**config.mk**
```make
export PLATFORM = sky130hd
export DESIGN_NAME = prr_fwd_rot
export DESIGN_NICKNAME = d
export VERILOG_FILES = /design/src/design/point_to_oriented_rect_residual_core_assert.svh /design/src/design/prr_pkg.sv /design/src/design/prr_fwd_rot.sv
export SDC_FILE = /design/constraint.sdc
export NUM_CORES = 2
export LEC_CHECK = 0
export BUFFER_PORTS_ARGS = -buffer_cell sky130_fd_sc_hd__buf_2
export CAP_MARGIN = 20
export CORE_MARGIN = 4
export CORE_UTILIZATION = 30
export DETAILED_ROUTE_END_ITERATION = 7
export SETUP_SLACK_MARGIN = 0.02
export SYNTH_ARGS = -nofsm -noshare
export SYNTH_HDL_FRONTEND = slang
export SYNTH_SLANG_ARGS = --single-unit
```
**constraint.sdc**
```tcl
create_clock -name clk -period 11.9 [get_ports clk]
set_clock_uncertainty 0.1 [all_clocks]
set_input_delay 1.785 -clock clk [delete_from_list [all_inputs] [get_ports clk]]
set_output_delay 1.785 -clock clk [all_outputs]
set_load 0.05 [all_outputs]
```
**src/design/point_to_oriented_rect_residual_core_assert.svh**
```systemverilog
// Assertion helpers shared by the residual core modules.
// Both expect clk and arst_n in scope.
`ifndef POINT_TO_ORIENTED_RECT_RESIDUAL_CORE_ASSERT_SVH
`define POINT_TO_ORIENTED_RECT_RESIDUAL_CORE_ASSERT_SVH
`ifndef NO_ASSERTIONS
`define PRR_ASSERT(name, prop) \
	name: assert property (@(posedge clk) disable iff (!arst_n) prop) \
		else $error("assertion failed");
`define PRR_ASSERT_NEXT(name, cond, expr) \
	name: assert property (@(posedge clk) disable iff (!arst_n) (cond) |=> (expr)) \
		else $error("assertion failed");
`else
`define PRR_ASSERT(name, prop)
`define PRR_ASSERT_NEXT(name, cond, expr)
`endif
`endif

```
**src/design/prr_pkg.sv**
```systemverilog
package prr_pkg;

	localparam int TRIG_BITS = 16;
	localparam int SIZE_BITS = 15;
	localparam int ERR_BITS  = 18;
	localparam int IDX_BITS  = 3;
	localparam int N_STAGES  = 7;

	// rounding shifts: Q1.14 * mm -> half mm, and Q1.14 * half mm -> mm
	localparam int LOCAL_SHIFT  = 13;
	localparam int GLOBAL_SHIFT = 15;

	localparam logic [IDX_BITS-1:0] REG_CENTER_X    = 3'd0;
	localparam logic [IDX_BITS-1:0] REG_CENTER_Y    = 3'd1;
	localparam logic [IDX_BITS-1:0] REG_COS_ROT     = 3'd2;
	localparam logic [IDX_BITS-1:0] REG_SIN_ROT     = 3'd3;
	localparam logic [IDX_BITS-1:0] REG_RECT_WIDTH  = 3'd4;
	localparam logic [IDX_BITS-1:0] REG_RECT_HEIGHT = 3'd5;

	localparam logic signed [TRIG_BITS-1:0] COS_RESET = 16'sd16384;

	localparam logic signed [ERR_BITS-1:0] ERR_MAX = {1'b0, {(ERR_BITS-1){1'b1}}};
	localparam logic signed [ERR_BITS-1:0] ERR_MIN = {1'b1, {(ERR_BITS-1){1'b0}}};

	typedef struct packed {
		logic signed [TRIG_BITS-1:0] cos_rot;
		logic signed [TRIG_BITS-1:0] sin_rot;
		logic [SIZE_BITS-1:0]        rect_width;
		logic [SIZE_BITS-1:0]        rect_height;
	} geom_t;

endpackage

```
**src/design/prr_fwd_rot.sv**
```systemverilog
module prr_fwd_rot
	import prr_pkg::*;
#(
	parameter int COORD_BITS = 16
) (
	input  logic                           clk,
	input  logic [2:0]                     en,
	input  logic signed [COORD_BITS-1:0]   point_x,
	input  logic signed [COORD_BITS-1:0]   point_y,
	input  logic signed [COORD_BITS-1:0]   center_x,
	input  logic signed [COORD_BITS-1:0]   center_y,
	input  geom_t                          geom,
	output logic signed [COORD_BITS+4:0]   lx_s3,
	output logic signed [COORD_BITS+4:0]   ly_s3,
	output logic signed [COORD_BITS:0]     dx_s3,
	output logic signed [COORD_BITS:0]     dy_s3
);

	localparam int DW = COORD_BITS + 1;
	localparam int PW = DW + TRIG_BITS;
	localparam int SW = PW + 1;

	logic signed [DW-1:0]        dx_s1, dy_s1, dx_s2, dy_s2;
	logic signed [PW-1:0]        pcx_s2, psy_s2, pcy_s2, psx_s2;
	logic signed [SW-1:0]        sum_x, sum_y;
	logic signed [TRIG_BITS-1:0] cos_v, sin_v;

	assign cos_v = geom.cos_rot;
	assign sin_v = geom.sin_rot;

	always_ff @(posedge clk) begin
		if (en[0]) begin
			dx_s1 <= {point_x[COORD_BITS-1], point_x} - {center_x[COORD_BITS-1], center_x};
			dy_s1 <= {point_y[COORD_BITS-1], point_y} - {center_y[COORD_BITS-1], center_y};
		end
		if (en[1]) begin
			pcx_s2 <= cos_v * dx_s1;
			psy_s2 <= sin_v * dy_s1;
			pcy_s2 <= cos_v * dy_s1;
			psx_s2 <= sin_v * dx_s1;
			dx_s2  <= dx_s1;
			dy_s2  <= dy_s1;
		end
		if (en[2]) begin
			lx_s3 <= sum_x[SW-1:LOCAL_SHIFT];
			ly_s3 <= sum_y[SW-1:LOCAL_SHIFT];
			dx_s3 <= dx_s2;
			dy_s3 <= dy_s2;
		end
	end

	// add half an LSB, then floor via arithmetic shift
	assign sum_x = {pcx_s2[PW-1], pcx_s2} + {psy_s2[PW-1], psy_s2}
		+ SW'(1 << (LOCAL_SHIFT - 1));
	assign sum_y = {pcy_s2[PW-1], pcy_s2} - {psx_s2[PW-1], psx_s2}
		+ SW'(1 << (LOCAL_SHIFT - 1));

endmodule

```
==> qor.yml <==
drc: 0
cts_htree_levels: 2
outcome: "finished clean"
synth_top_area_frac: 0.410
cp.depth: 22
synth.cell_area_um2: 54000
wl_mm: 138
vias: 36600
wl_per_cell_um: 17.5
hold_ws_ps: 316
ant_nets: 0
max_stage_delay_ps: 1040
cp.buffers_inverters: 4
cts_setup_buffers: 0
hold_buffers: 0
antenna_found_initial: 23
wl_met3_mm: 10.1
path_delay_family: "adder cells"
tritoncts: "done"
crit_slowest_cell: "fa_1"
viasPerCell: 4.62
end_kind: "flip-flop"
drt_iter0_drc: 2061
layout.nets: 7267
yosysTopAreaCell: "fa_1"
syn_inst: 5464
die_area_um2: 187000
area_delta_synth_final_pct: 8.75
synthArstFlopShare: 0
crit_fanout: 20
critical_path.most_common_cell: "fa_1"
rsz0062_at_grt: "no"
cp.arrival_ps: 9040
firstDrtPassIters: 6
reg2regPathDepth: 22
cts_buffer_depth: 3
drv_slew: 0
synth_ff_type: "edfxtp_1"
cts_resized: 0
cts_buffers: 37
cts-root-buf: "clkbuf_16"
clk_pin_slew_ps: 60
yosysMostFrequentCell: "inv_1"
syn_avg_cell_area_um2: 9.88
critPathRequiredTime_ps: 12140
min_period_over_period: 0.740
route.met2.wl_mm: 66.8
clk-insertion-delay-late_ps: 610
synth_cell_types: 71
critPathKind: "input pin to flip-flop"
overflow: 0
fp.dieW_um: 432
io_pins: 206
synth_nets: 7194
min_path_cells: 0
io_buffers: 175
num_rows: 155
cts_sinks: 276
grt_max_degree: 68
r2r_slack_ps: 4000
yosysWarnings: 0
synth_edf_count: 276
cap_viol_max_count: 0
setup_violations: 0
worst_pin_slew_ps: 1190
met1_length_mm: 57.1
grt_pass1_vias: 40700
yosysSeqAreaShare: 0.154
yosys-top-cells-area: "fa_1 41%, edfxtp_1 15%, ha_1 11%, inv_1 9.1%, and2_1 6.1%"
fin_setup_tns_ps: 0
min_path_type: "flip-flop to flip-flop"
grt_pass1_wl_mm: 225
globalplace.congestion: 0.831
core_um2: 179000
maxClockFrequency_mhz: 114
grt_use_total: 0.154
start_util: 0.302
finalHoldViolCount: 0
synth_commonest_cells: "1302 x inv_1, 1106 x fa_1, 574 x nand2_1, 524 x and2_1, 494 x ha_1"
dpl.hpwl_mm: 109
top_layer: "met5"
path_cells: "buf_2 -> nand2_1 -> inv_1 -> fa_1 -> fa_1 -> fa_1 -> fa_1 -> fa_1 -> inv_1 -> fa_1 -> inv_1 -> ha_1 -> nand2_1 -> or2_2 -> nor2_1 -> nand4_1 -> o2bb2ai_1 -> o21ai_1 -> a21oi_1 -> o221ai_2 -> mux2i_1 -> a2111oi_0"
drive_gt1_frac: 0.0573
relSlewSlack: 0.194
cp-start-kind: "input pin"
synth-seq-cells: 276
fp.dieH_um: 432
fin_crit_ps: 8800
-- state kept, by name, summed over array words and instances (netlist names), 21 cells and up --
register	cells
ly_s3	21
lx_s3	21
psy_s2	33
pcx_s2	33
psx_s2	33
pcy_s2	33
-- path summary, 6_finish.rpt --
check                                         start              endpoint
worst max-delay path                       geom[47]  pcy_s2[32]$_DFFE_PP_
worst min-delay path             dy_s2[9]$_DFFE_PP_    dy_s3[9]$_DFFE_PP_
worst max register to register  dy_s1[16]$_DFFE_PP_  pcy_s2[32]$_DFFE_PP_
worst min register to register   dy_s2[9]$_DFFE_PP_    dy_s3[9]$_DFFE_PP_
-- through the flow --
step                      cells  setup slack [ps]   util  instance area, um2
final                      7925              3100  0.329               58700
after global routing       7918              2630  0.328               58700
after CTS                  7918              3190  0.328               58700
after detailed placement   7853              2540  0.322               57500
after global placement     7853              2730  0.322               57500
after floorplan            5464              3670      -               54000
-- placed cells by master (no fill, tap or decap), types with 8 or more instances in the layout --
| master | instances |
|---|---|
| o21a_1 | 23 |
| fa_1 | 1106 |
| a21boi_0 | 13 |
| o21bai_1 | 23 |
| buf_2 | 173 |
| nor3_1 | 32 |
| clkbuf_16 | 38 |
| a21o_1 | 66 |
| a21oi_1 | 125 |
| o211ai_1 | 10 |
| clkinv_1 | 11 |
| nor2b_1 | 21 |
| a211oi_1 | 14 |
| nand4_1 | 11 |
| and2_1 | 524 |
| or3_1 | 14 |
| nand2b_1 | 34 |
| or2_2 | 8 |
| nor2_1 | 180 |
| o21ai_0 | 68 |
| nand3_1 | 29 |
| inv_1 | 1302 |
| a31oi_1 | 14 |
| xnor2_1 | 142 |
| xor2_1 | 41 |
| buf_4 | 68 |
| and3_1 | 19 |
| edfxtp_1 | 276 |
| ha_1 | 494 |
| nand2_1 | 574 |
-- cells by family after synthesis --
group                      after synthesis  synth area share
DFF                                    276             0.154
muxes                                    3          0.000580
adders and majority gates             1600             0.525
and+or+nand+nor                       1463             0.134
AOI/OAI and AO/OA                      427            0.0522
buffers and inverters                 1512             0.105
xor gates and xnor gates               183            0.0297
-- layout make-up --
class | instances | area, um2
Clock buffer | 43 | 970
Tap cell | 2355 | 2950
Timing Repair Buffer | 242 | 1390
Sequential cell | 276 | 8290
Multi-Input combinational cell | 3676 | 40000
Inverter | 1304 | 4890
Antenna cell | 7 | 17.5
Fill cell | 18300 | 120000
Clock inverter | 22 | 180
-- layer usage --
metal  track usage  up-vias
met4        0.0462        8
li1              -    16600
met1         0.194    18900
met3        0.0339      181
met2         0.264      886
met5             0        -
Power is left out: the tool's default activity adds up to more than one toggle a clock period on the data nets, which glitch-free logic cannot reach.
