===== config.mk =====
export PLATFORM = sky130hd
export DESIGN_NAME = prr_edge_sel
export DESIGN_NICKNAME = d
export VERILOG_FILES = /design/src/design/point_to_oriented_rect_residual_core_assert.svh /design/src/design/prr_pkg.sv /design/src/design/prr_edge_sel.sv
export SDC_FILE = /design/constraint.sdc
export NUM_CORES = 1
export LEC_CHECK = 0
export BUFFER_PORTS_ARGS = -buffer_cell sky130_fd_sc_hd__buf_2
export CAP_MARGIN = 10
export CORE_ASPECT_RATIO = 0.9
export CORE_UTILIZATION = 40
export CTS_BUF_LIST = sky130_fd_sc_hd__clkbuf_8
export DETAILED_ROUTE_END_ITERATION = 16
export PLACE_DENSITY = 0.64
export SLEW_MARGIN = 30
export SYNTH_ARGS = -nofsm -noshare
export SYNTH_HDL_FRONTEND = slang
export SYNTH_SLANG_ARGS = --single-unit

===== constraint.sdc =====
create_clock -name clk -period 10.3 [get_ports clk]
set_input_delay 1.03 -clock clk [delete_from_list [all_inputs] [get_ports clk]]
set_output_delay 1.03 -clock clk [all_outputs]
set_load 0.1 [all_outputs]

===== src/design/point_to_oriented_rect_residual_core_assert.svh =====
// Assertion helpers shared by the residual core modules.
// Both expect clk and arst_n in scope.
`ifndef POINT_TO_ORIENTED_RECT_RESIDUAL_CORE_ASSERT_SVH
`define POINT_TO_ORIENTED_RECT_RESIDUAL_CORE_ASSERT_SVH
`ifndef NO_ASSERTIONS
`define PRR_ASSERT(name, prop) \
	name: assert property (@(posedge clk) disable iff (!arst_n) prop) \
		else $error("assertion failed");
`define PRR_ASSERT_NEXT(name, cond, expr) \
	name: assert property (@(posedge clk) disable iff (!arst_n) (cond) |=> (expr)) \
		else $error("assertion failed");
`else
`define PRR_ASSERT(name, prop)
`define PRR_ASSERT_NEXT(name, cond, expr)
`endif
`endif


===== src/design/prr_pkg.sv =====
package prr_pkg;

	localparam int TRIG_BITS = 16;
	localparam int SIZE_BITS = 15;
	localparam int ERR_BITS  = 18;
	localparam int IDX_BITS  = 3;
	localparam int N_STAGES  = 7;

	// rounding shifts: Q1.14 * mm -> half mm, and Q1.14 * half mm -> mm
	localparam int LOCAL_SHIFT  = 13;
	localparam int GLOBAL_SHIFT = 15;

	localparam logic [IDX_BITS-1:0] REG_CENTER_X    = 3'd0;
	localparam logic [IDX_BITS-1:0] REG_CENTER_Y    = 3'd1;
	localparam logic [IDX_BITS-1:0] REG_COS_ROT     = 3'd2;
	localparam logic [IDX_BITS-1:0] REG_SIN_ROT     = 3'd3;
	localparam logic [IDX_BITS-1:0] REG_RECT_WIDTH  = 3'd4;
	localparam logic [IDX_BITS-1:0] REG_RECT_HEIGHT = 3'd5;

	localparam logic signed [TRIG_BITS-1:0] COS_RESET = 16'sd16384;

	localparam logic signed [ERR_BITS-1:0] ERR_MAX = {1'b0, {(ERR_BITS-1){1'b1}}};
	localparam logic signed [ERR_BITS-1:0] ERR_MIN = {1'b1, {(ERR_BITS-1){1'b0}}};

	typedef struct packed {
		logic signed [TRIG_BITS-1:0] cos_rot;
		logic signed [TRIG_BITS-1:0] sin_rot;
		logic [SIZE_BITS-1:0]        rect_width;
		logic [SIZE_BITS-1:0]        rect_height;
	} geom_t;

endpackage


===== src/design/prr_edge_sel.sv =====
module prr_edge_sel
	import prr_pkg::*;
#(
	parameter int COORD_BITS = 16
) (
	input  logic                         clk,
	input  logic                         en,
	input  logic signed [COORD_BITS+4:0] lx,
	input  logic signed [COORD_BITS+4:0] ly,
	input  logic signed [COORD_BITS:0]   dx,
	input  logic signed [COORD_BITS:0]   dy,
	input  geom_t                        geom,
	output logic signed [15:0]           qx_s4,
	output logic signed [15:0]           qy_s4,
	output logic                         inside_s4,
	output logic signed [COORD_BITS:0]   dx_s4,
	output logic signed [COORD_BITS:0]   dy_s4
);

	localparam int LW = COORD_BITS + 5;
	localparam int XW = (LW > SIZE_BITS + 2) ? LW : SIZE_BITS + 2;

	logic signed [XW-1:0] lx_x, ly_x, w_x, h_x, nw_x, nh_x;
	logic signed [15:0]   w16, h16, nw16, nh16, lx16, ly16, qx_c, qy_c, qx_n, qy_n;
	logic                 lx_lo, lx_hi, ly_lo, ly_hi, in_rect;
	logic [15:0]          d_left, d_right, d_bottom, d_top;

	assign lx_x = XW'(lx);
	assign ly_x = XW'(ly);
	assign w_x  = XW'({1'b0, geom.rect_width});
	assign h_x  = XW'({1'b0, geom.rect_height});
	assign nw_x = -w_x;
	assign nh_x = -h_x;

	assign lx_lo = lx_x < nw_x;
	assign lx_hi = lx_x > w_x;
	assign ly_lo = ly_x < nh_x;
	assign ly_hi = ly_x > h_x;
	assign in_rect = !lx_lo && !lx_hi && !ly_lo && !ly_hi;

	assign w16  = {1'b0, geom.rect_width};
	assign h16  = {1'b0, geom.rect_height};
	assign nw16 = -w16;
	assign nh16 = -h16;
	assign lx16 = lx_x[15:0];
	assign ly16 = ly_x[15:0];

	assign qx_c = lx_lo ? nw16 : (lx_hi ? w16 : lx16);
	assign qy_c = ly_lo ? nh16 : (ly_hi ? h16 : ly16);

	// only meaningful when inside, where they lie in [0, 2*size]
	assign d_left   = lx16 + w16;
	assign d_right  = w16 - lx16;
	assign d_bottom = ly16 + h16;
	assign d_top    = h16 - ly16;

	always_comb begin
		qx_n = qx_c;
		qy_n = qy_c;
		if (in_rect) begin
			if (d_left <= d_right && d_left <= d_bottom && d_left <= d_top)
				qx_n = nw16;
			else if (d_right <= d_bottom && d_right <= d_top)
				qx_n = w16;
			else if (d_bottom <= d_top)
				qy_n = nh16;
			else
				qy_n = h16;
		end
	end

	always_ff @(posedge clk) begin
		if (en) begin
			qx_s4     <= qx_n;
			qy_s4     <= qy_n;
			inside_s4 <= in_rect;
			dx_s4     <= dx;
			dy_s4     <= dy;
		end
	end

endmodule


==> run metrics <==
status complete, no violations; WL final 30,300 um; Synth Area in Simple Gates 18.0%; Final Max Tran Viols 0; Leak 0.00579 uW; cell count after synthesis 1,363; number of setup violations in the final report 0; Die Span Y 159 um; syn avg cell area 8.07 um^2; Min-Delay Path Class primary input to register; CP max FO 26; synthesized area 11,000 um^2; number of DRC markers in iteration 0 796; final net count 1,856; predominant post-synthesis flop cell edfxtp_1; detailed placement HPWL 24,300 um; largest net degree at the start of global routing 68; area grow syn2layout 12.1%; layout cell share with drive strength beyond 1 14.5%; CP Launch Type primary input; Fin Setup TNS 0 ns; routed via count 10,400; Post-Layout Cell Count 1,860; GR Util All Layers 21.5%; Rel. slew slack 35.2%; final global-route overflow total 0; post-synthesis mux area share 0.557%; min Tclk post-route 7.06 ns; cts repair resizes 0; unique cell type count in the Yosys netlist 86; Placer Congestion 0.874; count of state elements after synthesis 67; clock root buffer clkbuf_8; top-area cell type share of the netlist area 23.9%; Die ar. 28,200 um^2; count of input and output buffers 174; Worst setup EP type register; CTS tree done; Antenna Nets Post-Route 0; vias in the first global route 9,793; worst min-delay path startpoint dy[8]; crit path DAT 7.22 ns; setup repair bufs after CTS 0; FMAX 142 MHz; via/cell ratio 5.59; Max IR drop VDD 0.0780 mV; DIE WIDTH 177 um; number of synthesized flops with an enable pin 67; CTS Hold Bufs 0; yosys warns 0; Clock Tree Buf Depth 2; adder-cell area share of the yosys netlist 25.2%; Rows 57; slew at the pin with the worst max-slew slack 0.960 ns; RSZ-0062 raised after global routing false; Placed Cells 1,845; WHS Path Cells 1; Ant. Diodes 0; main combinational cell family by area after synthesis adder cells; Crit Path Category primary input to register; final hold vios 0; H-tree Lvls 3; largest area contributor in the netlist ha_1; Power Dens Cells 130 nW/um^2; clock-pin slew on the worst setup and hold paths 0.10 ns; clk sink count 67; IO Pins 207; first-pass GRT wire length 49,300 um; final period utilization 68.5%; Initial DRT Pass Iterations 5; antenna violations before repair 1; max_cap viols 0; sequential area share after synthesis 18.3%; CP required 10.47 ns; Worst Hold End dy_s4[8]; top post-synthesis cells by area ha_1 24%, edfxtp_1 18%, a21oi_1 4.7%, inv_1 4.5%, xnor2_1 4.3%; ys async rst share 0%; Initial Util 40.7%; Num CTS Buffers 9; post-synthesis compound-gate area fraction 25.2%; Syn Nets 1,717; DRC 0; Core ar. 27,000 um^2; routed len/inst 16.3 um; Post-Synth XOR/XNOR Area 6.05%
==> worst max-delay path, cell delays in order <==
cell and delay (ns):
buf_2 0.12, inv_1 0.14, ha_1 0.19, inv_1 0.05
fa_1 0.42, a211oi_1 0.25, o21ai_0 0.25, o311ai_0 0.38
a21oi_1 0.24, a21oi_1 0.21, o21bai_1 0.11, a21oi_1 0.15
nor2_1 0.05, nor2_1 0.11, xor2_1 0.31, ha_1 0.21
nand3_1 0.07, nor2_1 0.25, nand3_1 0.14, a21oi_1 0.15
a211o_1 0.12, o211ai_1 0.08, a21o_1 0.19, o211a_2 0.32
o31ai_4 0.85, nor2_1 0.38, a222oi_1 0.40
==> Yosys cell counts, types with 5 or more instances <==
library cell	number
o21a_1	18
nand3_1	23
a21o_1	40
nand4_1	28
a2111oi_0	9
clkbuf_1	26
nand2b_1	24
xor2_1	15
o21ai_0	74
a22o_1	9
buf_2	16
o211ai_1	14
maj3_1	7
inv_1	133
nand2_1	84
a211oi_1	19
o221ai_1	6
nor4_1	5
and3_1	7
edfxtp_1	67
nor2b_1	31
a221oi_1	12
nor3_1	34
a21oi_1	104
o31ai_1	9
or3_1	16
a22oi_1	5
a31oi_1	21
o22ai_1	15
ha_1	210
and2_1	8
o21bai_1	10
or2_2	6
nor2_1	114
xnor2_1	54
mux2i_1	5
==> cell usage in the layout (no fill, tap or decap), types with 19 or more instances in the layout <==
| cell | instances |
|---|---|
| inv_1 | 133 |
| edfxtp_1 | 67 |
| nand2_1 | 84 |
| a211oi_1 | 19 |
| nor2b_1 | 31 |
| nand2b_1 | 24 |
| a21o_1 | 40 |
| nand4_1 | 28 |
| a31oi_1 | 19 |
| ha_1 | 210 |
| buf_2 | 174 |
| nor3_1 | 34 |
| nand3_1 | 23 |
| xnor2_1 | 54 |
| nor2_1 | 114 |
| o21ai_0 | 74 |
| a21oi_1 | 104 |
==> flip-flops by register name (all words and copies together), names as in the netlist <==
| name | flops |
|---|---|
| inside_s4 | 1 |
| qy_s4 | 16 |
| dx_s4 | 17 |
| qx_s4 | 16 |
| dy_s4 | 17 |
==> where the power goes <==
group	internal, uW	leakage (uW)	switching [uW]
sequential	332	0.000656	5.34
clock	112	0.0000994	131
combinational	341	0.00503	682
total	784	0.00579	819
==> layer usage <==
layer / vias to the layer above / wire, um / track usage, %
li1: 5270 / - / -
met1: 4781 / 15000 / 31.1
met2: 328 / 13000 / 33.6
met3: 25 / 1810 / 3.20
met4: 2 / 417 / 4.70
met5: - / 10 / 0
==> cell type report <==
cell class                      instances  area, um^2
Fill cell                            2663       14700
Multi-Input combinational cell       1111        8280
Sequential cell                        67        2010
Timing Repair Buffer                  178         901
Inverter                              135         507
Tap cell                              354         443
Clock buffer                            9         124
Clock inverter                          6        66.3
==> kinds of logic after synthesis <==
family,count (synthesis)
AO/OA/AOI/OAI,413
AND/OR/NAND/NOR,399
adder cells (fa/ha/maj),221
buffers and inverters,185
XOR/XNOR,72
flip-flops,67
multiplexers,6
==> how the worst max path moves through the flow <==
stage	startpoint	to	slack (ns)	cells past startpoint
after detailed placement	geom[0]	qy_s4[4]	2.94	27
final	geom[0]	qy_s4[4]	3.24	27
after global placement	geom[0]	qy_s4[4]	2.95	27
after global routing	geom[0]	qy_s4[4]	2.66	27
after floorplan	geom[0]	qy_s4[10]	4.71	24
after CTS	geom[0]	qy_s4[4]	3.29	27
==> stage by stage <==
step | total power [uW] | utilization (%) | hold slack, ns | cell area [um^2] | setup WS (ns)
finish | 1600 | 45.6 | 0.817 | 12300 | 3.24
global route | 1730 | 45.6 | 0.806 | 12300 | 2.66
CTS | 1610 | 45.6 | 0.791 | 12300 | 3.29
detailed placement | 1350 | 44.9 | 1.21 | 12100 | 2.94
global placement | 1330 | 44.9 | 1.21 | 12100 | 2.95
floorplan | 1130 | - | 1.13 | 11000 | 4.71
Power figures use the tool's default switching activity.
