### config.mk
export PLATFORM = sky130hd
export DESIGN_NAME = prr_back_rot
export DESIGN_NICKNAME = d
export VERILOG_FILES = /design/src/design/point_to_oriented_rect_residual_core_assert.svh /design/src/design/prr_pkg.sv /design/src/design/prr_back_rot.sv
export SDC_FILE = /design/constraint.sdc
export NUM_CORES = 2
export LEC_CHECK = 0
export BUFFER_PORTS_ARGS = -buffer_cell sky130_fd_sc_hd__buf_2
export CAP_MARGIN = 0
export CORE_MARGIN = 1.5
export CORE_UTILIZATION = 59
export DETAILED_ROUTE_END_ITERATION = 8
export MAX_ROUTING_LAYER = met4
export PLACE_DENSITY = 0.78
export SLEW_MARGIN = 20
export SYNTH_ARGS = -nofsm -noshare
export SYNTH_HDL_FRONTEND = slang
export SYNTH_SLANG_ARGS = --single-unit
### constraint.sdc
create_clock -name clk -period 9.3 [get_ports clk]
set_clock_uncertainty 0.05 [all_clocks]
set_input_delay 0.93 -clock clk [delete_from_list [all_inputs] [get_ports clk]]
set_output_delay 0.93 -clock clk [all_outputs]
set_load 0.1 [all_outputs]
### src/design/point_to_oriented_rect_residual_core_assert.svh
// Assertion helpers shared by the residual core modules.
// Both expect clk and arst_n in scope.
`ifndef POINT_TO_ORIENTED_RECT_RESIDUAL_CORE_ASSERT_SVH
`define POINT_TO_ORIENTED_RECT_RESIDUAL_CORE_ASSERT_SVH
`ifndef NO_ASSERTIONS
`define PRR_ASSERT(name, prop) \
	name: assert property (@(posedge clk) disable iff (!arst_n) prop) \
		else $error("assertion failed");
`define PRR_ASSERT_NEXT(name, cond, expr) \
	name: assert property (@(posedge clk) disable iff (!arst_n) (cond) |=> (expr)) \
		else $error("assertion failed");
`else
`define PRR_ASSERT(name, prop)
`define PRR_ASSERT_NEXT(name, cond, expr)
`endif
`endif

### src/design/prr_pkg.sv
package prr_pkg;

	localparam int TRIG_BITS = 16;
	localparam int SIZE_BITS = 15;
	localparam int ERR_BITS  = 18;
	localparam int IDX_BITS  = 3;
	localparam int N_STAGES  = 7;

	// rounding shifts: Q1.14 * mm -> half mm, and Q1.14 * half mm -> mm
	localparam int LOCAL_SHIFT  = 13;
	localparam int GLOBAL_SHIFT = 15;

	localparam logic [IDX_BITS-1:0] REG_CENTER_X    = 3'd0;
	localparam logic [IDX_BITS-1:0] REG_CENTER_Y    = 3'd1;
	localparam logic [IDX_BITS-1:0] REG_COS_ROT     = 3'd2;
	localparam logic [IDX_BITS-1:0] REG_SIN_ROT     = 3'd3;
	localparam logic [IDX_BITS-1:0] REG_RECT_WIDTH  = 3'd4;
	localparam logic [IDX_BITS-1:0] REG_RECT_HEIGHT = 3'd5;

	localparam logic signed [TRIG_BITS-1:0] COS_RESET = 16'sd16384;

	localparam logic signed [ERR_BITS-1:0] ERR_MAX = {1'b0, {(ERR_BITS-1){1'b1}}};
	localparam logic signed [ERR_BITS-1:0] ERR_MIN = {1'b1, {(ERR_BITS-1){1'b0}}};

	typedef struct packed {
		logic signed [TRIG_BITS-1:0] cos_rot;
		logic signed [TRIG_BITS-1:0] sin_rot;
		logic [SIZE_BITS-1:0]        rect_width;
		logic [SIZE_BITS-1:0]        rect_height;
	} geom_t;

endpackage

### src/design/prr_back_rot.sv
module prr_back_rot
	import prr_pkg::*;
#(
	parameter int COORD_BITS = 16
) (
	input  logic                        clk,
	input  logic [2:0]                  en,
	input  logic signed [15:0]          qx,
	input  logic signed [15:0]          qy,
	input  logic                        in_rect,
	input  logic signed [COORD_BITS:0]  dx,
	input  logic signed [COORD_BITS:0]  dy,
	input  geom_t                       geom,
	output logic signed [ERR_BITS-1:0]  error_x_s7,
	output logic signed [ERR_BITS-1:0]  error_y_s7,
	output logic                        inside_s7
);

	localparam int DW = COORD_BITS + 1;
	localparam int PW = 16 + TRIG_BITS;
	localparam int SW = PW + 1;
	localparam int EW = ((DW > ERR_BITS) ? DW : ERR_BITS) + 1;

	logic signed [TRIG_BITS-1:0] cos_v, sin_v;
	logic signed [PW-1:0]        pcx_s5, psy_s5, psx_s5, pcy_s5;
	logic signed [DW-1:0]        dx_s5, dy_s5, dx_s6, dy_s6;
	logic                        inside_s5, inside_s6;
	logic signed [SW-1:0]        sum_x, sum_y;
	logic signed [ERR_BITS-1:0]  gx_s6, gy_s6;
	logic signed [EW-1:0]        diff_x, diff_y;

	assign cos_v = geom.cos_rot;
	assign sin_v = geom.sin_rot;

	assign sum_x = {pcx_s5[PW-1], pcx_s5} - {psy_s5[PW-1], psy_s5}
		+ SW'(1 << (GLOBAL_SHIFT - 1));
	assign sum_y = {psx_s5[PW-1], psx_s5} + {pcy_s5[PW-1], pcy_s5}
		+ SW'(1 << (GLOBAL_SHIFT - 1));

	assign diff_x = EW'(dx_s6) - EW'(gx_s6);
	assign diff_y = EW'(dy_s6) - EW'(gy_s6);

	function automatic logic signed [ERR_BITS-1:0] sat_err(input logic signed [EW-1:0] v);
		logic hi_ones, hi_zeros;
		hi_ones  = &v[EW-1:ERR_BITS-1];
		hi_zeros = ~|v[EW-1:ERR_BITS-1];
		if (hi_ones || hi_zeros)
			sat_err = v[ERR_BITS-1:0];
		else
			sat_err = v[EW-1] ? ERR_MIN : ERR_MAX;
	endfunction

	always_ff @(posedge clk) begin
		if (en[0]) begin
			pcx_s5    <= cos_v * qx;
			psy_s5    <= sin_v * qy;
			psx_s5    <= sin_v * qx;
			pcy_s5    <= cos_v * qy;
			dx_s5     <= dx;
			dy_s5     <= dy;
			inside_s5 <= in_rect;
		end
		if (en[1]) begin
			gx_s6     <= sum_x[SW-1:GLOBAL_SHIFT];
			gy_s6     <= sum_y[SW-1:GLOBAL_SHIFT];
			dx_s6     <= dx_s5;
			dy_s6     <= dy_s5;
			inside_s6 <= inside_s5;
		end
		if (en[2]) begin
			error_x_s7 <= sat_err(diff_x);
			error_y_s7 <= sat_err(diff_y);
			inside_s7  <= inside_s6;
		end
	end

endmodule

==> impl_metrics.env <==
export IMPL_status="finished, final reports clean"
export IMPL_period_needed_ps=7543
export IMPL_critPathKind="in -> reg"
export IMPL_holdPathStages=0
export IMPL_antenna_found_initial=12
export IMPL_grt_first_pass_wirelength_um=193100
export IMPL_synth_fp_nets=6902
export IMPL_r2r_end="gy_s6[17]"
export IMPL_firstDrtPassIters=5
export IMPL_nets=6898
export IMPL_cp_arrival_ps=7790
export IMPL_synth_cell_types=73
export IMPL_crit_required_ps=9550
export IMPL_fp_coreArea_um2=87020
export IMPL_cts_buffer_depth=3
export IMPL_crit_chain="buf_2, nand2_1, inv_1, fa_1, fa_1, fa_1, fa_1, fa_1, inv_1, fa_1, inv_1, ha_1, nand4_1, nor2_1, a211o_1, a31oi_2, o21ai_1, a2111oi_0, o21bai_1, a21oi_1, xnor2_1"
export IMPL_avgSynthCellArea_um2=9.944
export IMPL_synth_most_common_cell="inv_1"
export IMPL_yosysSeqAreaShare=0.1564
export IMPL_clock_sinks=271
export IMPL_syn_to_final_growth_pct=5.206
export IMPL_min_path_type="reg -> reg"
export IMPL_grt_setup_unrepaired="no"
export IMPL_wl_per_cell_um=17.91
export IMPL_path_common_cell="fa_1"
export IMPL_fp_dieArea_um2=89990
export IMPL_ys_flop_type="edfxtp_1"
export IMPL_cp_slowest_cell="fa_1"
export IMPL_synthCells=5233
export IMPL_drt_iter0_drc=2494
export IMPL_crit_family="adder cells"
export IMPL_hold_end="dy_s6[7]"
export IMPL_start_util=0.5980
export IMPL_die_h_um=300.0
export IMPL_start_kind="input pin"
export IMPL_hold_viol=0
export IMPL_worstMarginPinSlew_ps=1092
export IMPL_clkTransAtPathRegs_ps=60
export IMPL_h_tree_depth=2
export IMPL_regToRegStartpoint="psx_s5[9]"
export IMPL_route_detailed_drc=0
export IMPL_slowest_delay_ps=950
export IMPL_period_share=0.8111
export IMPL_maxCapViolCount=0
export IMPL_insertion_delay_ps=570
export IMPL_pin_count=170
export IMPL_ant_nets=0
export IMPL_cts_hold_buf=0
export IMPL_report_final_slew_viol_count=0
export IMPL_hold_start="dy_s5[7]"
export IMPL_synth_area_um2=52040
export IMPL_routed_wl_um=115000
export IMPL_grt_pass1_vias=37740
export IMPL_synth_seq_cells=271
export IMPL_crit_path_max_fanout=32
export IMPL_grtUsageTotal=0.2796
export IMPL_gr_total_overflow=0
export IMPL_viasPerCell=5.515
export IMPL_die_w_um=300.0
export IMPL_ys_warn_count=0
export IMPL_maxSlewHeadroom=0.2625
export IMPL_rows=108
export IMPL_setup_viol_count_final=0
export IMPL_yosysTopAreaCell="fa_1"
export IMPL_gp_congestion=0.8841
export IMPL_r2r_slack_ps=4790
export IMPL_cts_buffers=34
export IMPL_grt_max_degree=72
export IMPL_cp_end_kind="flop"
export IMPL_hpwl_um=89090
export IMPL_drive_gt1_frac=0.04398
export IMPL_reg2reg_depth=11
export IMPL_tns_ps=0
export IMPL_synth_commonest_cells="1227 x inv_1, 1050 x fa_1, 533 x nand2_1, 498 x and2_1, 486 x ha_1"
export IMPL_cts_tree="built"
export IMPL_async_flop_share=0
export IMPL_portBuffers=139
export IMPL_netlist_top_cells_area="fa_1 40%, edfxtp_1 16%, ha_1 12%"
export IMPL_cts_resized=0
export IMPL_path_buf_inv=4
export IMPL_synth_top_area_share=0.4039
export IMPL_root_buffer="clkbuf_16"
export IMPL_fmax_mhz=132.6
export IMPL_vias=35400
export IMPL_cts_setup_buffers=0
export IMPL_synth_edf_count=271
[metal layers]
layer  routed length (um)  track usage  part of all wire
met1                48240       0.3812              0.42
met4                 3342      0.07876             0.029
met5                    0            -                 0
met2                54310       0.4402              0.47
met3                 9103      0.04054             0.079
[layout make-up]
class	count	area [um2]
Antenna cell	12	30.03
Clock buffer	37	883.3
Clock inverter	22	242.7
Fill cell	6946	32280
Inverter	1227	4606
Multi-Input combinational cell	3536	38550
Sequential cell	271	8138
Tap cell	1155	1445
Timing Repair Buffer	159	854.6
[metrics by stage]
| stage | hold slack (ps) | utilization | cell area [um2] | instances | setup slack [ps] |
|---|---|---|---|---|---|
| floorplan | 350.3 | - | 52040 | 5233 | 2214 |
| global placement | 350.5 | 0.6158 | 53590 | 6348 | 1369 |
| detailed placement | 354.5 | 0.6158 | 53590 | 6348 | 1210 |
| CTS | 353.0 | 0.6288 | 54720 | 6407 | 1791 |
| global route | 360.7 | 0.6291 | 54750 | 6419 | 1431 |
| finish | 355.8 | 0.6291 | 54750 | 6419 | 1757 |
[registers in the layout, summed over array words and instances (netlist names)]
name	flops
pcx_s5	32
pcy_s5	32
psx_s5	32
psy_s5	32
error_x_s7	18
error_y_s7	18
gx_s6	18
gy_s6	18
dx_s5	17
dx_s6	17
dy_s5	17
dy_s6	17
inside_s5	1
inside_s6	1
inside_s7	1
[layout by cell type (no fill, tap or decap), types with 12 or more instances in the layout]
cell	Yosys	routed
inv_1	1227	1227
fa_1	1050	1050
nand2_1	533	533
and2_1	498	498
ha_1	486	486
edfxtp_1	271	271
xnor2_1	149	149
nor2_1	139	139
buf_2	0	137
a21oi_1	114	114
o21ai_0	96	96
a21o_1	58	58
xor2_1	50	50
nand2b_1	38	38
clkbuf_16	0	35
nor3_1	32	32
nand3_1	30	30
o21a_1	28	28
buf_4	0	21
nor2b_1	20	20
a211oi_1	20	20
o21bai_1	19	19
and3_1	19	19
nand4_1	13	13
diode_2	0	12
o211ai_1	12	12
[cells by family after synthesis]
kind of cell | Yosys count | synth area share
fa+ha+maj | 1539 | 0.5214
xor+xnor | 199 | 0.03349
buf+inv | 1426 | 0.1029
flops | 271 | 0.1564
simple gates | 1361 | 0.1304
compound gates | 436 | 0.05528
mux | 1 | 0.0001924
[worst max path at each step]
stage                   from    endpoint  depth (start not counted)
floorplan           geom[61]  pcx_s5[30]                         21
global placement       qx[1]  pcx_s5[31]                         21
detailed placement     qx[1]  pcx_s5[31]                         21
CTS                    qx[1]  pcx_s5[31]                         21
global route           qx[1]  pcx_s5[31]                         21
finish                 qx[1]  pcx_s5[31]                         21
[worst reg2reg max path, cell delays in order, from the launching register on]
cell	delay (ps)
edfxtp_1	420
ha_1	320
ha_1	290
a211oi_1	280
nand2_1	140
nor4_1	870
o211ai_1	410
a31oi_1	450
o2111ai_1	280
o31a_1	320
a21oi_1	170
xor2_1	300
Power is not shown: default switching activity piles up to over one toggle a cycle in this logic, so the estimate is an artifact.
