File: config.mk
export PLATFORM = sky130hd
export DESIGN_NAME = prr_cfg_regs
export DESIGN_NICKNAME = d
export VERILOG_FILES = /design/src/design/prr_pkg.sv /design/src/design/prr_cfg_regs.sv
export VERILOG_INCLUDE_DIRS = /design/src /design/src/design
export SDC_FILE = /design/constraint.sdc
export NUM_CORES = 1
export LEC_CHECK = 0
export ABC_AREA = 1
export ABC_CLOCK_PERIOD_IN_PS = 800
export BUFFER_PORTS_ARGS = -buffer_cell sky130_fd_sc_hd__buf_4
export CAP_MARGIN = 20
export CELL_PAD_IN_SITES_DETAIL_PLACEMENT = 1
export CELL_PAD_IN_SITES_GLOBAL_PLACEMENT = 1
export CORE_MARGIN = 2
export CORE_UTILIZATION = 25
export DETAILED_ROUTE_END_ITERATION = 8
export MAX_ROUTING_LAYER = met4
export PLACE_DENSITY = 0.64
export SETUP_SLACK_MARGIN = 0.05
export SYNTH_ARGS = -nofsm -noshare
export SYNTH_HDL_FRONTEND = slang
export SYNTH_SLANG_ARGS = --single-unit
File: constraint.sdc
create_clock -name clk -period 0.8 [get_ports clk]
set_input_delay 0.04 -clock clk [delete_from_list [all_inputs] [get_ports clk]]
set_output_delay 0.04 -clock clk [all_outputs]
set_load 0.03 [all_outputs]
File: src/design/point_to_oriented_rect_residual_core_assert.svh
// Assertion helpers shared by the residual core modules.
// Both expect clk and arst_n in scope.
`ifndef POINT_TO_ORIENTED_RECT_RESIDUAL_CORE_ASSERT_SVH
`define POINT_TO_ORIENTED_RECT_RESIDUAL_CORE_ASSERT_SVH
`ifndef NO_ASSERTIONS
`define PRR_ASSERT(name, prop) \
	name: assert property (@(posedge clk) disable iff (!arst_n) prop) \
		else $error("assertion failed");
`define PRR_ASSERT_NEXT(name, cond, expr) \
	name: assert property (@(posedge clk) disable iff (!arst_n) (cond) |=> (expr)) \
		else $error("assertion failed");
`else
`define PRR_ASSERT(name, prop)
`define PRR_ASSERT_NEXT(name, cond, expr)
`endif
`endif

File: src/design/prr_pkg.sv
package prr_pkg;

	localparam int TRIG_BITS = 16;
	localparam int SIZE_BITS = 15;
	localparam int ERR_BITS  = 18;
	localparam int IDX_BITS  = 3;
	localparam int N_STAGES  = 7;

	// rounding shifts: Q1.14 * mm -> half mm, and Q1.14 * half mm -> mm
	localparam int LOCAL_SHIFT  = 13;
	localparam int GLOBAL_SHIFT = 15;

	localparam logic [IDX_BITS-1:0] REG_CENTER_X    = 3'd0;
	localparam logic [IDX_BITS-1:0] REG_CENTER_Y    = 3'd1;
	localparam logic [IDX_BITS-1:0] REG_COS_ROT     = 3'd2;
	localparam logic [IDX_BITS-1:0] REG_SIN_ROT     = 3'd3;
	localparam logic [IDX_BITS-1:0] REG_RECT_WIDTH  = 3'd4;
	localparam logic [IDX_BITS-1:0] REG_RECT_HEIGHT = 3'd5;

	localparam logic signed [TRIG_BITS-1:0] COS_RESET = 16'sd16384;

	localparam logic signed [ERR_BITS-1:0] ERR_MAX = {1'b0, {(ERR_BITS-1){1'b1}}};
	localparam logic signed [ERR_BITS-1:0] ERR_MIN = {1'b1, {(ERR_BITS-1){1'b0}}};

	typedef struct packed {
		logic signed [TRIG_BITS-1:0] cos_rot;
		logic signed [TRIG_BITS-1:0] sin_rot;
		logic [SIZE_BITS-1:0]        rect_width;
		logic [SIZE_BITS-1:0]        rect_height;
	} geom_t;

endpackage

File: src/design/prr_cfg_regs.sv
`include "point_to_oriented_rect_residual_core_assert.svh"

module prr_cfg_regs
	import prr_pkg::*;
#(
	parameter int COORD_BITS = 16,
	parameter int CFG_BITS   = 16
) (
	input  logic                         clk,
	input  logic                         arst_n,
	input  logic                         cfg_valid,
	output logic                         cfg_ready,
	input  logic [IDX_BITS-1:0]          cfg_index,
	input  logic [CFG_BITS-1:0]          cfg_data,
	output logic signed [COORD_BITS-1:0] center_x,
	output logic signed [COORD_BITS-1:0] center_y,
	output geom_t                        geom
);

	logic signed [COORD_BITS-1:0] center_x_q;
	logic signed [COORD_BITS-1:0] center_y_q;
	logic signed [TRIG_BITS-1:0]  cos_q;
	logic signed [TRIG_BITS-1:0]  sin_q;
	logic [SIZE_BITS-1:0]         width_q;
	logic [SIZE_BITS-1:0]         height_q;
	logic                         wr;

	assign cfg_ready = 1'b1;
	assign wr = cfg_valid && cfg_ready;

	always_ff @(posedge clk or negedge arst_n) begin
		if (!arst_n) begin
			center_x_q <= '0;
			center_y_q <= '0;
			cos_q      <= COS_RESET;
			sin_q      <= '0;
			width_q    <= '0;
			height_q   <= '0;
		end else if (wr) begin
			case (cfg_index)
				REG_CENTER_X:    center_x_q <= cfg_data[COORD_BITS-1:0];
				REG_CENTER_Y:    center_y_q <= cfg_data[COORD_BITS-1:0];
				REG_COS_ROT:     cos_q      <= cfg_data[TRIG_BITS-1:0];
				REG_SIN_ROT:     sin_q      <= cfg_data[TRIG_BITS-1:0];
				REG_RECT_WIDTH:  width_q    <= cfg_data[SIZE_BITS-1:0];
				REG_RECT_HEIGHT: height_q   <= cfg_data[SIZE_BITS-1:0];
				default: ;
			endcase
		end
	end

	assign center_x         = center_x_q;
	assign center_y         = center_y_q;
	assign geom.cos_rot     = cos_q;
	assign geom.sin_rot     = sin_q;
	assign geom.rect_width  = width_q;
	assign geom.rect_height = height_q;

	`PRR_ASSERT_NEXT(a_cos_write, wr && cfg_index == REG_COS_ROT,
		cos_q == $past(cfg_data[TRIG_BITS-1:0]))
	`PRR_ASSERT_NEXT(a_width_write, wr && cfg_index == REG_RECT_WIDTH,
		width_q == $past(cfg_data[SIZE_BITS-1:0]))
	`PRR_ASSERT_NEXT(a_no_write_hold, !wr, $stable(cos_q) && $stable(sin_q) && $stable(width_q))

endmodule

==> impl_metrics.json, run 1 <==
{
  "outcome": "finished with violations",
  "violations": "setup timing",
  "clk_pin_slew_ps": 70,
  "async_reset_ff_share_pct": 100,
  "fp.dieW_um": 126,
  "routed_via_density": 4.48,
  "crit_buf_inv": 1,
  "final_area_um2": 6400,
  "dr_wl_met2_mm": 6.98,
  "synth_seq_cells": 94,
  "yosysSeqAreaShare_pct": 63.7,
  "dp_hpwl_mm": 9.13,
  "pwr_density_cell_nw_per_um2": 2730,
  "die_height_um": 126,
  "core_area_um2": 14500,
  "synth_edf_count": 0,
  "clock-sinks": 94,
  "drt_wl_total_mm": 13.7,
  "synth_top_area_share_pct": 63.0,
  "io_buffers": 115,
  "synth_area_leaders": "dfrtp_1 63%, nand2_1 23%, nand3_1 8.5%",
  "finalSetupViolCount": 94,
  "synth.avg_cell_area_um2": 8.82,
  "fin_skew_ps": 0,
  "fmax_mhz": 951,
  "overflow": 0,
  "finalCriticalPeriod_ps": 1050,
  "post-route-util_pct": 44.2,
  "crit_family": "flip-flops",
  "grt_pass1_vias": 3809,
  "clockBufferDepth": 2,
  "std_cell_rows": 44,
  "place_area_um2": 4980,
  "initial_core_util_pct": 25.5,
  "clock_latency_ps": 340,
  "worstPathCellList": "buf_6",
  "start_kind": "flip-flop",
  "p_total_mw": 17.5,
  "htree_levels": 3,
  "wire_per_inst_um": 17.1,
  "syn2layout_area_growth_pct": 73.3,
  "vias": 3592,
  "ys_types": 13,
  "arrival_ps": 1010,
  "drc": 0,
  "grt_pass1_wl_mm": 21.0,
  "crit_path_end_kind": "primary output",
  "fin_nets": 634,
  "ant_nets": 0,
  "fin_setup_tns_ps": -12120,
  "synth.yosys.warnings": 0,
  "yosysMostFrequentCell": "nand2_1",
  "wl_met3_um": 559,
  "hold_path.class": "in -> reg",
  "diodes": 0,
  "dieArea_um2": 15800,
  "synth_nets": 441,
  "slowest_stage": "dfstp_2",
  "synth_common_cells": "229 x nand2_1, 93 x dfrtp_1, 63 x nand3_1",
  "grt_max_degree": 33,
  "crit_required_ps": 760,
  "drv_cap": 0,
  "grt_usage_pct": 17.6,
  "first_pass_iters": 4,
  "maxSlewViolCount": 0,
  "cts_root_buf": "clkbuf_16",
  "num_io_pins": 117,
  "yosysTopAreaCell": "dfrtp_1",
  "cts_tree": "yes",
  "finalWorstSetupSlack_ps": -251,
  "hold_viol": 0,
  "top_layer": "met4",
  "critPathKind": "reg -> out",
  "cts_made_buffers": 9,
  "yosys_most_used_dff": "dfrtp_1",
  "ir_worst_vdd_mv": 1.12,
  "drive_above_1_share_pct": 42.1,
  "syn_area_um2": 3700,
  "fin_crit_sh_pct": 131,
  "leakagePower_nw": 3.36,
  "gp_congestion": 0.743,
  "synthCells": 419,
  "grt_antenna_before_repair": 0,
  "cp_slowest_stage_delay_ps": 540,
  "rsz0062_at_grt": "true",
  "drtIter0Drc": 137,
  "cp_max_fo": 2,
  "met1Wirelength_mm": 5.98
}
through the flow:
step           instances  worst slack, ps  hold WS (ps)
2_1_floorplan        419             24.7          -256
3_3_place_gp         721             -140         -35.9
3_5_place_dp         721             -220         -28.7
4_1_cts              783             -268           132
5_1_grt              801             -289           154
6_report             801             -251           141
cells by family (layout without fill, tap and decap cells):
kind of cell / after synthesis / count (layout) / synth area share, %
simple gates: 298 / 298 / 33.0
other cells: 1 / 1 / 0.101
flops: 94 / 94 / 63.7
buf+inv: 26 / 224 / 3.22
cell type report:
type	count	area, um2
clock buffers	10	229
fillers	1619	8080
clock inverters	6	86.3
inverters	6	22.5
flip-flops and latches	94	2350
well taps	184	230
multi-input cells	299	1360
repair buffers	202	2120
path summary, 6_finish.rpt:
check	from	end	slack, ps	cells after the start
min in group asynchronous	arst_n	center_y[2]	150	2
worst min register to register	cos_q[14]	cos_q[14]	480	2
max in group asynchronous	arst_n	width_q[6]	180	3
worst max-delay path	cos_q[14]	geom[60]	-250	1
worst max register to register	width_q[9]	width_q[9]	0	3
worst min-delay path	cfg_index[2]	center_x[2]	140	5
cells in the final DEF (no fill, tap or decap):
master         netlist  layout
clkbuf_1             5       1
buf_4                1      54
clkbuf_16            0       9
nand2_4              0       2
nand3_1             63      63
dfrtp_1             93      93
inv_1                1       1
buf_12               0       8
conb_1               1       1
inv_6                0       1
bufinv_16            0       2
inv_2                5       5
nand2_1            229     181
dlygate4sd3_1        0      17
nor2_4               2       3
clkinv_2             0       2
clkinvlp_4           0       1
nand2_2              0      46
buf_6                0     123
nor2_2               3       3
dfstp_2              1       1
sequential cells by signal, indices dropped and copies added, names as in the netlist:
register	count
center_y	16
sin_q	16
cos_q	16
width_q	15
center_x	16
height_q	15
what timing repair did:
item                                    in CTS  in global routing
setup buffers                               29                 29
hold buffers                                17                  0
pin swaps                                   11                 37
endpoints found under the setup margin      94                124
gates resized for setup                     99                 70
endpoints found under the hold margin      126                  0
power breakdown:
part / leakage, nW / total (mW) / switching [mW] / internal [mW]
logic: 2.03 / 6.43 / 3.40 / 3.02
registers: 1.18 / 6.41 / 0.759 / 5.65
clock network: 0.153 / 4.65 / 1.91 / 2.74
total: 3.36 / 17.5 / 6.07 / 11.4
metal layers:
metal	track usage, %	up-vias
li1	-	1692
met1	22.2	1817
met2	29.1	71
met3	3.51	12
met4	4.77	0
met5	-	-
Power figures use the tool's default switching activity.
==> inputs of run 2 (changes only) <==
--- a/config.mk
+++ b/config.mk
@@ -13,10 +13,10 @@
 export CELL_PAD_IN_SITES_DETAIL_PLACEMENT = 1
 export CELL_PAD_IN_SITES_GLOBAL_PLACEMENT = 1
 export CORE_MARGIN = 2
-export CORE_UTILIZATION = 25
+export CORE_UTILIZATION = 37
 export DETAILED_ROUTE_END_ITERATION = 8
 export MAX_ROUTING_LAYER = met4
-export PLACE_DENSITY = 0.64
+export PLACE_DENSITY = 0.86
 export SETUP_SLACK_MARGIN = 0.05
 export SYNTH_ARGS = -nofsm -noshare
 export SYNTH_HDL_FRONTEND = slang
==> constraint.sdc (replaced) <==
create_clock -name clk -period 0.8 [get_ports clk]
set_input_delay 0.08 -clock clk [delete_from_list [all_inputs] [get_ports clk]]
set_output_delay 0.08 -clock clk [all_outputs]
set_load 0.03 [all_outputs]
==> run 2 against run 1 <==
Compared with the run above: the flow still finishes with violations (setup timing); sequential share of layout area down 0.17 points; final area up 0.47%; critical path type unchanged; sequential power up 2%; hold slack worse by 120 ps; largest cell class unchanged; non-clock buffer count up 6; clock power down 31%; clock-buffer cell count down 1.
==> impl_metrics.json, run 2 (synthesized netlist as in run 1, its figures left out) <==
{
  "outcome": "finished with violations",
  "violations": "setup timing",
  "finalSetupViolCount": 103,
  "fp.dieW_um": 104,
  "cp_slowest_stage_delay_ps": 560,
  "crit_buf_inv": 1,
  "critPathKind": "reg -> out",
  "drive_above_1_share_pct": 46.8,
  "whs_path_depth": 3,
  "core_area_um2": 9730,
  "fin_cells": 755,
  "final_area_um2": 6430,
  "finalWorstSetupSlack_ps": -328,
  "drtIter0Drc": 207,
  "fin_crit_sh_pct": 141,
  "ir_worst_vdd_mv": 1.21,
  "leakagePower_nw": 3.37,
  "std_cell_rows": 36,
  "grt_pass1_vias": 4072,
  "maxSlewViolCount": 0,
  "clock-sinks": 94,
  "clockBufferDepth": 2,
  "htree_levels": 3,
  "slowest_stage": "dfstp_2",
  "fin_skew_ps": 0,
  "drv_cap": 0,
  "crit_family": "flip-flops",
  "dieArea_um2": 10800,
  "routed_via_density": 5.20,
  "cp_max_fo": 2,
  "start_kind": "flip-flop",
  "cts_root_buf": "clkbuf_8",
  "syn2layout_area_growth_pct": 74.1,
  "grt_antenna_before_repair": 0,
  "die_height_um": 104,
  "drc": 0,
  "final_common_cell": "nand2_1",
  "pwr_density_cell_nw_per_um2": 2610,
  "hold-worst-slack_ps": 25.7,
  "finalCriticalPeriod_ps": 1130,
  "num_io_pins": 117,
  "crit_path_end_kind": "primary output",
  "dp_hpwl_mm": 8.71,
  "arrival_ps": 1050,
  "drt_wl_total_mm": 16.5,
  "place_area_um2": 4890,
  "clock_latency_ps": 350,
  "first_pass_iters": 4,
  "diodes": 0,
  "grt_max_degree": 36,
  "hold_viol": 0,
  "fin_nets": 640,
  "vias": 3926,
  "ant_nets": 0,
  "worstPathCellList": "buf_6",
  "clk_pin_slew_ps": 100,
  "crit_required_ps": 720,
  "grt_usage_pct": 26.6,
  "grt_pass1_wl_mm": 21.8,
  "io_buffers": 115,
  "overflow": 0,
  "cp_num_cells": 1,
  "final_cell_mix": "159 x nand2_1, 140 x buf_6, 93 x dfrtp_1",
  "hold_path.class": "in -> reg",
  "gp_congestion": 0.826,
  "p_total_mw": 16.8,
  "placedCellCount": 667,
  "rsz0062_at_grt": "true",
  "initial_core_util_pct": 38.0,
  "wire_per_inst_um": 21.8,
  "r2r_cells": 3,
  "fmax_mhz": 886,
  "cts_made_buffers": 9,
  "cts_tree": "yes"
}
run 2: cell count changes in the layout (fill, tap and decap cells not counted), sizes merged:
cell / before / now
clkinvlp: 1 / 3
buf: 185 / 194
dlygate4sd3: 17 / 14
bufinv: 2 / 1
inv: 7 / 8
clkbuf: 10 / 9
clkinv: 2 / 0
run 2: area by class of cell:
type	count	area [um2]
Clock buffer	9	124
Multi-Input combinational cell	299	1480
Inverter	6	30.0
Tap cell	133	166
Fill cell	1065	3300
Sequential cell	94	2350
Clock inverter	6	70.1
Timing Repair Buffer	208	2210
run 2: power breakdown:
group | internal, mW | switching [mW]
Sequential | 5.65 | 0.897
Clock | 1.45 | 1.75
Combinational | 3.31 | 3.74
Total | 10.4 | 6.39
run 2: final timing paths:
kind	endpoint	slack [ps]	start
worst max-delay path	geom[60]	-330	cos_q[14]
worst min register to register	cos_q[14]	500	cos_q[14]
max in group asynchronous	cos_q[3]	130	arst_n
worst max register to register	width_q[9]	-20	width_q[9]
min in group asynchronous	sin_q[7]	150	arst_n
worst min-delay path	sin_q[7]	30	cfg_data[7]
run 2: stage by stage:
stage                     utilization [%]  setup WS (ps)  setup TNS, ps
after floorplan                         -           23.4              0
after global placement               50.3           -286         -20230
after detailed placement             50.3           -393         -25130
after CTS                            60.4           -333         -19490
after global routing                 66.1           -349         -22410
final                                66.1           -328         -19660
run 2: repair_timing:
action                                 4_1_cts  5_1_grt
resized for setup                          106      111
setup buffers                               35       46
setup endpoints to repair                   98      157
endpoints found under the hold margin      117        0
hold buffers                                14        0
pin swaps                                   15       45
run 2: routing by layer:
metal	global-route usage (%)	vias to the layer above	share of wire (%)
met5	-	-	0
met1	30.0	1984	37
met2	46.4	191	53
li1	-	1704	-
met3	5.95	47	6.1
met4	9.36	0	3.2
run 2: worst reg2reg max path: stages (launching register included):
cell	delay, ps
dfrtp_1	400
buf_4	140
nand2_1	80
nand2_1	90
==> inputs of run 3 (changes only) <==
--- a/config.mk
+++ b/config.mk
@@ -7,16 +7,16 @@
 export NUM_CORES = 1
 export LEC_CHECK = 0
 export ABC_AREA = 1
-export ABC_CLOCK_PERIOD_IN_PS = 800
+export ABC_CLOCK_PERIOD_IN_PS = 1300
 export BUFFER_PORTS_ARGS = -buffer_cell sky130_fd_sc_hd__buf_4
 export CAP_MARGIN = 20
 export CELL_PAD_IN_SITES_DETAIL_PLACEMENT = 1
 export CELL_PAD_IN_SITES_GLOBAL_PLACEMENT = 1
 export CORE_MARGIN = 2
-export CORE_UTILIZATION = 37
+export CORE_UTILIZATION = 40
 export DETAILED_ROUTE_END_ITERATION = 8
 export MAX_ROUTING_LAYER = met4
-export PLACE_DENSITY = 0.86
+export PLACE_DENSITY = 0.92
 export SETUP_SLACK_MARGIN = 0.05
 export SYNTH_ARGS = -nofsm -noshare
 export SYNTH_HDL_FRONTEND = slang
==> constraint.sdc (replaced) <==
create_clock -name clk -period 1.3 [get_ports clk]
set_input_delay 0.13 -clock clk [delete_from_list [all_inputs] [get_ports clk]]
set_output_delay 0.13 -clock clk [all_outputs]
set_load 0.03 [all_outputs]
==> run 3 against run 2 <==
Compared with the run above: the run now ends clean; routed wire length shrank 30%; core utilization shrank 11 points; worst setup slack gained 450 ps; hold slack lost 7.1 ps; clock skew is the same; sequential power shrank 41%; critical path depth is the same; combinational power shrank 59%; via count shrank 15%; clock-buffer cell count grew 2; first-iteration DRC count shrank 28%; die area shrank 7.2%.
==> impl_metrics.json, run 3 (synthesized netlist as in run 1, its figures left out) <==
{
  "outcome": "completed",
  "gp_congestion": 0.893,
  "crit_required_ps": 1170,
  "hold_buffers": 1,
  "clock-sinks": 94,
  "critPathKind": "reg -> out",
  "wire_per_inst_um": 17.5,
  "syn2layout_area_growth_pct": 34.7,
  "grt_max_degree": 38,
  "vias": 3349,
  "hold_viol": 0,
  "dp_hpwl_mm": 8.33,
  "grt_antenna_before_repair": 0,
  "cts_made_buffers": 9,
  "grt_pass1_wl_mm": 18.7,
  "hold_path.class": "in -> reg",
  "overflow": 0,
  "crit_path_end_kind": "primary output",
  "drv_cap": 0,
  "post_cts_buffers": 0,
  "maxSlewViolCount": 0,
  "io_buffers": 115,
  "reg2reg_setup_slack_ps": 600,
  "core_area_um2": 9110,
  "slowest_stage": "dfstp_2",
  "rsz0062_at_grt": "false",
  "p_total_mw": 8.91,
  "fin_cells": 657,
  "fmax_mhz": 846,
  "grt_usage_pct": 25.1,
  "cp_slowest_stage_delay_ps": 540,
  "clockBufferDepth": 2,
  "crit_buf_inv": 1,
  "ant_nets": 0,
  "dieArea_um2": 10000,
  "worstPathCellList": "buf_4",
  "finalCriticalPeriod_ps": 1180,
  "clock_latency_ps": 350,
  "grtUsageMet1_pct": 32.2,
  "finalSetupViolCount": 0,
  "worst_pin_slew_ps": 561,
  "drtIter0Drc": 149,
  "diodes": 0,
  "cts_root_buf": "clkbuf_8",
  "final_common_cell": "nand2_1",
  "fp.dieW_um": 100,
  "leakagePower_nw": 2.79,
  "cts-resized-gates": 0,
  "top_usage_layer": "met2",
  "hold-worst-slack_ps": 18.6,
  "clk_pin_slew_ps": 90,
  "use_met2_pct": 40.5,
  "crit_family": "flip-flops",
  "cp_max_fo": 2,
  "routed_via_density": 5.10,
  "start_kind": "flip-flop",
  "fin_skew_ps": 0,
  "num_io_pins": 117,
  "slew_headroom_pct": 62.5,
  "ir_worst_vdd_mv": 0.709,
  "initial_core_util_pct": 40.6,
  "drc": 0,
  "placedCellCount": 640,
  "first_pass_iters": 4,
  "die_height_um": 100,
  "std_cell_rows": 35,
  "htree_levels": 3,
  "drt_wl_total_mm": 11.5,
  "drive_above_1_share_pct": 28.8,
  "pwr_density_cell_nw_per_um2": 1790,
  "grt_pass1_vias": 3535,
  "fin_crit_sh_pct": 90.9,
  "fin_nets": 563,
  "arrival_ps": 1050,
  "final_cell_mix": "229 x nand2_1, 128 x buf_4, 93 x dfrtp_1",
  "cts_tree": "yes",
  "grt_use_met3_pct": 3.90
}
==> run 3: changes by cell type in the layout (fill, tap and decap cells not counted), moves of 2 or more <==
cell / delta
buf_6: -140
buf_4: +81
nand2_1: +70
nand2_2: -59
dlygate4sd3_1: -13
nand2_4: -10
buf_12: -5
clkinvlp_4: -2
nor2_2: +2
nor2_4: -2
==> run 3: worst reg2reg max path: stages (launching register included) <==
cell	delay, ps
dfstp_2	540
nand2_1	50
nand2_1	60
==> run 3: routing by layer <==
| metal | vias up | wire, um |
|---|---|---|
| met5 | - | 0 |
| met4 | 0 | 259 |
| met3 | 21 | 496 |
| met2 | 94 | 5660 |
| met1 | 1686 | 5080 |
| li1 | 1548 | - |
==> run 3: cell type report <==
class / instances / area (um2)
repair buffers: 131 / 1010
clock buffers: 11 / 141
inverters: 6 / 22.5
clock inverters: 5 / 81.3
fillers: 1116 / 4130
well taps: 111 / 139
flip-flops and latches: 94 / 2350
multi-input cells: 299 / 1230
==> run 3: worst paths after layout <==
| check | start | to | cells past startpoint |
|---|---|---|---|
| max | cos_q[14] | geom[60] | 1 |
| min | cfg_data[15] | sin_q[15] | 3 |
| max reg2reg | cos_q[14] | cos_q[14] | 2 |
| min reg2reg | cos_q[14] | cos_q[14] | 2 |
| max in group asynchronous | arst_n | height_q[12] | 3 |
| min in group asynchronous | arst_n | cos_q[7] | 2 |
==> run 3: per-stage QoR <==
step                      setup TNS (ps)  setup slack, ps  area (um2)  util [%]
final                                  0              118        4980      54.7
after global routing                   0             91.1        4980      54.7
after CTS                              0              105        4980      54.7
after detailed placement           -41.4            -32.0        4750      52.1
after global placement                 0              108        4750      52.1
after floorplan                        0              372        3700         -
==> run 3: power by group <==
group / internal (mW) / leakage, nW / switching [mW]
combinational: 0.990 / 1.50 / 1.90
sequential: 3.47 / 1.18 / 0.368
clock: 1.14 / 0.110 / 1.04
